--- src/sv/bedm_pkg.sv ---
// Shared types, constants and helpers for the bitap edit distance matcher.
// Used by every module of the block; depends on nothing else.
package bedm_pkg;

    localparam int BEDM_VW     = 64;   // bits per level vector
    localparam int BEDM_ML     = 8;    // highest error level held in hardware
    localparam int BEDM_CFG_W  = 64;   // configuration data width
    localparam int BEDM_IDX_W  = 3;    // configuration register index width
    localparam int BEDM_LEN_W  = 7;    // guide_length register width
    localparam int BEDM_ERR_W  = 4;    // max_errors register width
    localparam int BEDM_CODE_W = 3;    // base_code width
    localparam int BEDM_DIST_W = 4;    // best_distance width
    localparam int BEDM_LIM_W  = $clog2(BEDM_ML + 1);
    localparam int BEDM_QD     = 4;    // depth of the queue between front and back
    localparam int BEDM_QPW    = $clog2(BEDM_QD);
    localparam int BEDM_QCW    = $clog2(BEDM_QD + 1);

    localparam logic [BEDM_IDX_W-1:0] REG_MASK_A     = 3'd0;
    localparam logic [BEDM_IDX_W-1:0] REG_MASK_C     = 3'd1;
    localparam logic [BEDM_IDX_W-1:0] REG_MASK_G     = 3'd2;
    localparam logic [BEDM_IDX_W-1:0] REG_MASK_T     = 3'd3;
    localparam logic [BEDM_IDX_W-1:0] REG_GUIDE_LEN  = 3'd4;
    localparam logic [BEDM_IDX_W-1:0] REG_MAX_ERRORS = 3'd5;

    localparam logic [BEDM_CODE_W-1:0] BASE_A = 3'd0;
    localparam logic [BEDM_CODE_W-1:0] BASE_C = 3'd1;
    localparam logic [BEDM_CODE_W-1:0] BASE_G = 3'd2;
    localparam logic [BEDM_CODE_W-1:0] BASE_T = 3'd3;

    localparam logic [BEDM_LEN_W-1:0] GUIDE_LEN_RESET = 7'd20;

    typedef logic [BEDM_VW-1:0] t_vec;

    typedef struct packed {
        logic                  en;
        logic [BEDM_IDX_W-1:0] idx;
        logic [BEDM_CFG_W-1:0] data;
    } t_cfg_wr;

    typedef struct packed {
        logic full;
        logic empty;
    } t_q_stat;

    // Top len bits set, the rest clear. Lengths at or above the width give all ones.
    function automatic t_vec init_vec(input logic [BEDM_LEN_W-1:0] len);
        return ~({BEDM_VW{1'b1}} >> len);
    endfunction

endpackage

--- src/sv/bitap_edit_distance_matcher_top.sv ---
// Bitap edit distance matcher: streams bases against one guide pattern with
// up to min(max_errors, 8) edit differences; reports one result per valid base.
//
// Input channel: drive i_base_code and raise push; the base is transferred at
// a clock edge where push is high and full is low. Codes other than A, C, G, T
// are transferred and dropped without a result.
// Result channel: while empty is low, o_hit and o_best_distance show the oldest
// result; it is transferred at an edge where pop is high.
// Configuration: i_cfg_we writes register i_cfg_idx with i_cfg_data; every
// write to a defined register reloads all level vectors. An input base is
// registered in the base queue, then its result in the result buffer; empty
// goes low once that result is stored. One base is processed per cycle while
// the result buffer has room or pops; the limit is the combinational level
// update chain in the back end, which serves one queued base per clock.
// Reset (synchronous, active low) clears both queues, the masks and
// max_errors, and sets guide_length to 20 with the vectors loaded to match.
// If the receiver stops popping, the two-entry result buffer and the
// four-entry base queue fill, then full rises; nothing is lost.
// Depends on bedm_pkg, bedm_front, bedm_queue and bedm_back.
module bitap_edit_distance_matcher_top
    import bedm_pkg::*;
(
    input  logic                   i_clk,
    input  logic                   i_rst_n,
    input  logic                   i_cfg_we,
    input  logic [BEDM_IDX_W-1:0]  i_cfg_idx,
    input  logic [BEDM_CFG_W-1:0]  i_cfg_data,
    input  logic                   push,
    output logic                   full,
    input  logic [BEDM_CODE_W-1:0] i_base_code,
    output logic                   empty,
    input  logic                   pop,
    output logic                   o_hit,
    output logic [BEDM_DIST_W-1:0] o_best_distance
);

    t_cfg_wr cfg;
    t_q_stat q_stat;
    logic    q_push, q_pop;
    t_vec    q_in_mask, q_out_mask;

    assign cfg.en   = i_cfg_we;
    assign cfg.idx  = i_cfg_idx;
    assign cfg.data = i_cfg_data;

    bedm_front u_front (
        .i_clk       (i_clk),
        .i_rst_n     (i_rst_n),
        .i_cfg       (cfg),
        .i_push      (push),
        .i_base_code (i_base_code),
        .i_q_stat    (q_stat),
        .o_full      (full),
        .o_q_push    (q_push),
        .o_q_mask    (q_in_mask)
    );

    bedm_queue u_queue (
        .i_clk   (i_clk),
        .i_rst_n (i_rst_n),
        .i_push  (q_push),
        .i_data  (q_in_mask),
        .i_pop   (q_pop),
        .o_stat  (q_stat),
        .o_data  (q_out_mask)
    );

    bedm_back u_back (
        .i_clk           (i_clk),
        .i_rst_n         (i_rst_n),
        .i_cfg           (cfg),
        .i_q_stat        (q_stat),
        .i_q_mask        (q_out_mask),
        .o_q_pop         (q_pop),
        .i_pop           (pop),
        .o_empty         (empty),
        .o_hit           (o_hit),
        .o_best_distance (o_best_distance)
    );

endmodule

--- src/sv/bedm_front.sv ---
// Front end: holds the four base masks, drops symbols that are not a base
// and forwards the selected mask to the work queue. Depends on bedm_pkg.
module bedm_front
    import bedm_pkg::*;
(
    input  logic                   i_clk,
    input  logic                   i_rst_n,
    input  t_cfg_wr                i_cfg,
    input  logic                   i_push,
    input  logic [BEDM_CODE_W-1:0] i_base_code,
    input  t_q_stat                i_q_stat,
    output logic                   o_full,
    output logic                   o_q_push,
    output t_vec                   o_q_mask
);

    t_vec r_mask_a, r_mask_c, r_mask_g, r_mask_t;
    logic valid_base;

    always_ff @(posedge i_clk) begin
        if (!i_rst_n) begin
            r_mask_a <= '0;
            r_mask_c <= '0;
            r_mask_g <= '0;
            r_mask_t <= '0;
        end else if (i_cfg.en) begin
            case (i_cfg.idx)
                REG_MASK_A: r_mask_a <= i_cfg.data[BEDM_VW-1:0];
                REG_MASK_C: r_mask_c <= i_cfg.data[BEDM_VW-1:0];
                REG_MASK_G: r_mask_g <= i_cfg.data[BEDM_VW-1:0];
                REG_MASK_T: r_mask_t <= i_cfg.data[BEDM_VW-1:0];
                default: ;
            endcase
        end
    end

    always_comb begin
        valid_base = 1'b1;
        o_q_mask   = r_mask_a;
        case (i_base_code)
            BASE_A: o_q_mask = r_mask_a;
            BASE_C: o_q_mask = r_mask_c;
            BASE_G: o_q_mask = r_mask_g;
            BASE_T: o_q_mask = r_mask_t;
            default: valid_base = 1'b0;
        endcase
    end

    // Non-base symbols are taken and dropped here; they never reach the back end.
    assign o_full   = i_q_stat.full;
    assign o_q_push = i_push && !i_q_stat.full && valid_base;

endmodule

--- src/sv/bedm_queue.sv ---
// Short queue of pending symbol masks between the front and back ends.
// Depends on bedm_pkg.
module bedm_queue
    import bedm_pkg::*;
(
    input  logic    i_clk,
    input  logic    i_rst_n,
    input  logic    i_push,
    input  t_vec    i_data,
    input  logic    i_pop,
    output t_q_stat o_stat,
    output t_vec    o_data
);

    t_vec                 r_mem [BEDM_QD];
    logic [BEDM_QPW-1:0]  r_wp, r_rp;
    logic [BEDM_QCW-1:0]  r_cnt;
    logic                 do_push, do_pop;

    assign o_stat.full  = (r_cnt == BEDM_QCW'(BEDM_QD));
    assign o_stat.empty = (r_cnt == '0);
    assign do_push      = i_push && !o_stat.full;
    assign do_pop       = i_pop && !o_stat.empty;
    assign o_data       = r_mem[r_rp];

    always_ff @(posedge i_clk) begin
        if (do_push) begin
            r_mem[r_wp] <= i_data;
        end
    end

    always_ff @(posedge i_clk) begin
        if (!i_rst_n) begin
            r_wp  <= '0;
            r_rp  <= '0;
            r_cnt <= '0;
        end else begin
            if (do_push) begin
                r_wp <= r_wp + 1'b1;
            end
            if (do_pop) begin
                r_rp <= r_rp + 1'b1;
            end
            if (do_push && !do_pop) begin
                r_cnt <= r_cnt + 1'b1;
            end else if (do_pop && !do_push) begin
                r_cnt <= r_cnt - 1'b1;
            end
        end
    end

endmodule

--- src/sv/bedm_back.sv ---
// Back end: level vectors, the per-symbol Wu-Manber update, the hit search
// and a two-entry result buffer. Depends on bedm_pkg.
module bedm_back
    import bedm_pkg::*;
(
    input  logic                   i_clk,
    input  logic                   i_rst_n,
    input  t_cfg_wr                i_cfg,
    input  t_q_stat                i_q_stat,
    input  t_vec                   i_q_mask,
    output logic                   o_q_pop,
    input  logic                   i_pop,
    output logic                   o_empty,
    output logic                   o_hit,
    output logic [BEDM_DIST_W-1:0] o_best_distance
);

    logic [BEDM_LEN_W-1:0]  r_len, n_len;
    logic [BEDM_ERR_W-1:0]  r_err;
    logic [BEDM_LIM_W-1:0]  lim;
    t_vec                   r_lvl [BEDM_ML+1];
    t_vec                   n_lvl [BEDM_ML+1];
    logic                   cfg_hit;

    logic                   r_res_hit  [2];
    logic [BEDM_DIST_W-1:0] r_res_dist [2];
    logic                   r_wp, r_rp;
    logic [1:0]             r_cnt;
    logic                   out_room, res_push, res_pop;
    logic                   hit;
    logic [BEDM_DIST_W-1:0] best_dist;

    assign cfg_hit = i_cfg.en && (i_cfg.idx == REG_MASK_A || i_cfg.idx == REG_MASK_C ||
                                  i_cfg.idx == REG_MASK_G || i_cfg.idx == REG_MASK_T ||
                                  i_cfg.idx == REG_GUIDE_LEN || i_cfg.idx == REG_MAX_ERRORS);
    assign n_len = (i_cfg.en && i_cfg.idx == REG_GUIDE_LEN) ?
                   i_cfg.data[BEDM_LEN_W-1:0] : r_len;

    always_comb begin
        if ({1'b0, r_err} > (BEDM_ERR_W+1)'(BEDM_ML)) begin
            lim = BEDM_LIM_W'(BEDM_ML);
        end else begin
            lim = BEDM_LIM_W'(r_err);
        end
    end

    // Each level 1..lim ANDs match, substitution, insertion and deletion terms (level 0
    // is match only, levels above lim hold); deletion uses the new level below, so levels chain.
    always_comb begin
        n_lvl[0] = (r_lvl[0] << 1) | i_q_mask;
        for (int d = 1; d <= BEDM_ML; d++) begin
            if (BEDM_LIM_W'(d) <= lim) begin
                n_lvl[d] = ((r_lvl[d] << 1) | i_q_mask) & (r_lvl[d-1] << 1) &
                           r_lvl[d-1] & (n_lvl[d-1] << 1);
            end else begin
                n_lvl[d] = r_lvl[d];
            end
        end
    end

    // Scan from the top so the lowest hitting level wins.
    always_comb begin
        hit       = 1'b0;
        best_dist = '0;
        for (int d = BEDM_ML; d >= 0; d--) begin
            if (BEDM_LIM_W'(d) <= lim && !n_lvl[d][BEDM_VW-1]) begin
                hit       = 1'b1;
                best_dist = BEDM_DIST_W'(d);
            end
        end
    end

    assign out_room = (r_cnt != 2'd2) || i_pop;
    assign o_q_pop  = !i_q_stat.empty && out_room;
    assign res_push = o_q_pop;
    assign res_pop  = i_pop && (r_cnt != 2'd0);

    always_ff @(posedge i_clk) begin
        if (!i_rst_n) begin
            r_len <= GUIDE_LEN_RESET;
            r_err <= '0;
            for (int d = 0; d <= BEDM_ML; d++) begin
                r_lvl[d] <= init_vec(GUIDE_LEN_RESET);
            end
        end else begin
            r_len <= n_len;
            if (i_cfg.en && i_cfg.idx == REG_MAX_ERRORS) begin
                r_err <= i_cfg.data[BEDM_ERR_W-1:0];
            end
            if (cfg_hit) begin
                for (int d = 0; d <= BEDM_ML; d++) begin
                    r_lvl[d] <= init_vec(n_len);
                end
            end else if (o_q_pop) begin
                for (int d = 0; d <= BEDM_ML; d++) begin
                    r_lvl[d] <= n_lvl[d];
                end
            end
        end
    end

    always_ff @(posedge i_clk) begin
        if (res_push) begin
            r_res_hit[r_wp]  <= hit;
            r_res_dist[r_wp] <= best_dist;
        end
    end

    always_ff @(posedge i_clk) begin
        if (!i_rst_n) begin
            r_wp  <= 1'b0;
            r_rp  <= 1'b0;
            r_cnt <= 2'd0;
        end else begin
            if (res_push) begin
                r_wp <= !r_wp;
            end
            if (res_pop) begin
                r_rp <= !r_rp;
            end
            if (res_push && !res_pop) begin
                r_cnt <= r_cnt + 2'd1;
            end else if (res_pop && !res_push) begin
                r_cnt <= r_cnt - 2'd1;
            end
        end
    end

    assign o_empty         = (r_cnt == 2'd0);
    assign o_hit           = r_res_hit[r_rp];
    assign o_best_distance = r_res_dist[r_rp];

`ifndef SYNTHESIS
    a_res_cnt_bound: assert property (@(posedge i_clk) disable iff (!i_rst_n)
        r_cnt != 2'd3)
        else $error("result buffer count out of range");

    a_dist_within_limit: assert property (@(posedge i_clk) disable iff (!i_rst_n)
        res_push |-> ({1'b0, best_dist} <= (BEDM_DIST_W+1)'(lim) &&
                      (hit || best_dist == '0)))
        else $error("reported distance beyond the error limit");

    a_cfg_reinit: assert property (@(posedge i_clk) disable iff (!i_rst_n)
        cfg_hit |=> (r_lvl[0] == init_vec(r_len) && r_lvl[BEDM_ML] == init_vec(r_len)))
        else $error("level vectors not reinitialized after configuration write");

    a_no_overrun: assert property (@(posedge i_clk) disable iff (!i_rst_n)
        (r_cnt == 2'd2 && !i_pop) |-> !res_push)
        else $error("result buffer written while full");
`endif

endmodule
--- config.mk ---
export PLATFORM = sky130hd
export DESIGN_NAME = bitap_edit_distance_matcher_top
export DESIGN_NICKNAME = d
export VERILOG_FILES = /design/src/sv/bedm_pkg.sv /design/src/sv/bitap_edit_distance_matcher_top.sv /design/src/sv/bedm_front.sv /design/src/sv/bedm_queue.sv /design/src/sv/bedm_back.sv
export SDC_FILE = /design/constraint.sdc
export NUM_CORES = 2
export LEC_CHECK = 0
export ABC_AREA = 1
export BUFFER_PORTS_ARGS = -buffer_cell sky130_fd_sc_hd__buf_2
export CORE_UTILIZATION = 30
export CTS_CLUSTER_SIZE = 20
export DETAILED_ROUTE_END_ITERATION = 6
export GPL_TIMING_DRIVEN = 0
export HOLD_SLACK_MARGIN = 0.05
export SYNTH_ARGS = -nofsm -noshare
export SYNTH_HDL_FRONTEND = slang
export SYNTH_SLANG_ARGS = --single-unit
--- constraint.sdc ---
create_clock -name i_clk -period 16.6 [get_ports i_clk]
set_input_delay 0 -clock i_clk [delete_from_list [all_inputs] [get_ports i_clk]]
set_output_delay 0 -clock i_clk [all_outputs]
set_load 0.01 [all_outputs]
==> results_dict.tcl <==
set metrics [dict create \
    status "finished, violations left" \
    violations "capacitance limit, slew limit" \
    maxSlewViolCount 5 \
    synthFlopType "edfxtp_1" \
    post_cts_resized 0 \
    cts.sink_count 1094 \
    cts_root_buf "clkbuf_16" \
    clk_path_buf_depth 3 \
    placedCellCount 9500 \
    drive_gt1_share_pct 5.755 \
    worstMarginPinSlew_ns 1.548 \
    wl_per_cell_um 19.29 \
    clk_pin_slew_ns 0.07 \
    layout-area-overhead-vs-synth_pct 16.09 \
    start_util_pct 30.18 \
    yosysSeqAreaShare_pct 54.43 \
    post_cts_buffers 0 \
    fmax_mhz 215.3 \
    tritoncts "done" \
    crit_fanout 10 \
    grt_pass1_vias 45897 \
    die_area_mm2 0.1857 \
    fin_total_pwr_mw 9.059 \
    num_rows 157 \
    min_path_type "input port to flop" \
    hold_buffers 125 \
    fin_crit_sh_pct 27.98 \
    max-cap-violations 1 \
    cts_buffers 115 \
    hpwl_mm 139.9 \
    ys_top_cells_by_area "edfxtp_1 (44%), nand2_1 (17%), dfxtp_1 (10%)" \
    setup_ws_ns 11.95 \
    fin_area_mm2 0.06407 \
    gp_congestion 0.9119 \
    grt_pass1_wl_mm 285.3 \
    synth_cells 6936 \
    num_vias 48878 \
    synth_area_leader_cell "edfxtp_1" \
    yosys_register_bits 1094 \
    synth_top_area_share_pct 44.24 \
    core_area_mm2 0.1829 \
    max-vdd-ir-drop_mv 0.09724 \
    place_area_mm2 0.05918 \
    firstDrtPassIters 7 \
    route.detailed.drc 0 \
    worstPathRequired_ns 17.21 \
    drt_iter0_drc 5111 \
    finalHoldViolations 0 \
    die_width_um 430.9 \
    async_flop_share_pct 0 \
    cp-start-kind "flop" \
    finalSetupViolCount 0 \
    setup_tns_ns 0 \
    synth_edf_count 813 \
    antenna_found_initial 7 \
    relSlewSlack_pct -4.320 \
    fin_crit_ns 4.645 \
    instances_no_fill 9834 \
    setup.worst_path.class "flop to flop" \
    arrival_ns 5.25 \
    io_pins 82 \
    via_per_inst 4.970 \
    grt_max_degree 65 \
    die_y_um 430.9 \
    wl_mm 189.7 \
    p_leak_nw 26.82 \
    ys_types 57 \
    ant_nets 0 \
    yosysWarnings 0 \
    grt_use_total_pct 19.98 \
    p_per_area_mw_per_mm2 141.4 \
    finalNetCount 7360 \
    fin_skew_ns 0.02737 \
    synth_area_per_cell_um2 7.957 \
    synthesis.area_mm2 0.05519 \
    port_buffers 81 \
    synth_nets 7018 \
    htree_levels 3 \
    hold-worst-slack_ns 0.09087 \
    overflow 0 \
    fin_util_pct 35.03 \
    crit_path_end_kind "flop" \
    clk-insertion-delay-late_ns 0.76 \
    rsz0062_at_grt "no" \
    place_ws_ns 12.06 \
]
## worst max-delay path: stages, from the launching register on
cell and delay, ns:
dfxtp_1 0.52, inv_2 0.19, nand2_1 0.79, o21ai_0 0.36, clkbuf_2 0.54, inv_1 0.56
clkbuf_1 0.76, nand2_1 0.17, nor3_1 0.21, nand2_1 0.07, nand2_1 0.08, nand2_1 0.11
nand2_1 0.12
## power breakdown
part	switching (mW)	internal, mW
Sequential	0.216	3.52
Clock	1.14	1.42
Combinational	2.09	0.672
## sequential cells by signal (all words and copies together) (netlist names), named ones only
signal	count
u_back.r_lvl	547
u_front.r_mask_g	64
u_front.r_mask_c	64
u_back.r_rp	1
u_front.r_mask_a	64
u_back.r_err	4
u_queue.r_wp	2
u_back.r_res_hit	2
u_front.r_mask_t	64
u_back.r_wp	1
u_back.r_res_dist	8
u_queue.r_mem	256
u_back.r_cnt	2
u_queue.r_cnt	3
u_queue.r_rp	2
u_back.r_len	7
## routing by layer
metal | vias to the layer above | GRT usage [%] | routed length (µm)
met4 | 0 | 6.301 | 6241
met5 | - | 0 | 0
li1 | 23361 | - | -
met3 | 318 | 3.033 | 14410
met2 | 1873 | 32.19 | 86140
met1 | 23326 | 27.42 | 82880
## final timing paths
kind	start	endpoint	slack, ns	depth (start not counted)
max reg2reg	u_back.r_err[3]	u_back.r_lvl[0][574]	11.95	12
max	u_back.r_err[3]	u_back.r_lvl[0][574]	11.95	12
min	i_cfg_data[8]	u_front.r_mask_g[8]	0.09	4
min reg2reg	u_front.r_mask_t[23]	u_front.r_mask_t[23]	0.45	2
## placed cells by master (no fill, tap or decap), drive strengths merged, types with 3 or more instances in the layout
master,instances
o22ai,12
o211ai,11
clkinv,51
mux2,5
edfxtp,813
a21oi,183
a211oi,85
diode,3
nand4,120
dlygate4sd3,125
nand2,2508
o21ai,569
a2111oi,96
buf,174
bufinv,7
clkbuf,366
o31ai,6
a32oi,4
ha,6
inv,802
dfxtp,281
o2111ai,6
or2,44
nor4,18
nand3,144
nor2,822
o21bai,3
nor3,89
## layout make-up
type / count / area, µm²
Antenna cell: 3 / 7.507
Buffer: 288 / 1285
Clock buffer: 152 / 3102
Clock inverter: 54 / 526.8
Fill cell: 18979 / 118800
Inverter: 808 / 3035
Multi-Input combinational cell: 4746 / 20880
Sequential cell: 1094 / 30040
Tap cell: 2464 / 3083
Timing Repair Buffer: 225 / 2103
## logic make-up (layout without fill, tap and decap cells)
group | after synthesis | count (layout) | share of synthesized area [%]
simple gates | 3747 | 3747 | 26.94
buf+inv | 1096 | 1527 | 7.824
flops | 1094 | 1094 | 54.43
compound gates | 985 | 985 | 10.50
fa+ha+maj | 7 | 7 | 0.1723
mux | 6 | 6 | 0.1202
xor+xnor | 1 | 1 | 0.01587
other cells | 0 | 3 | 0
## synth_stat cells, drive strengths merged, types with 2 or more instances
library cell	count
nand2	2508
nor2	822
edfxtp	813
inv	797
o21ai	569
dfxtp	281
clkbuf	214
a21oi	183
nand3	144
nand4	120
a2111oi	96
nor3	89
a211oi	85
buf	74
or2	44
nor4	18
o22ai	12
clkinv	11
o211ai	11
ha	6
o2111ai	6
o31ai	6
mux2	5
a32oi	4
o21bai	3
a21boi	2
a22oi	2
a31oi	2
No activity file was read; power rests on OpenSTA's default activity.
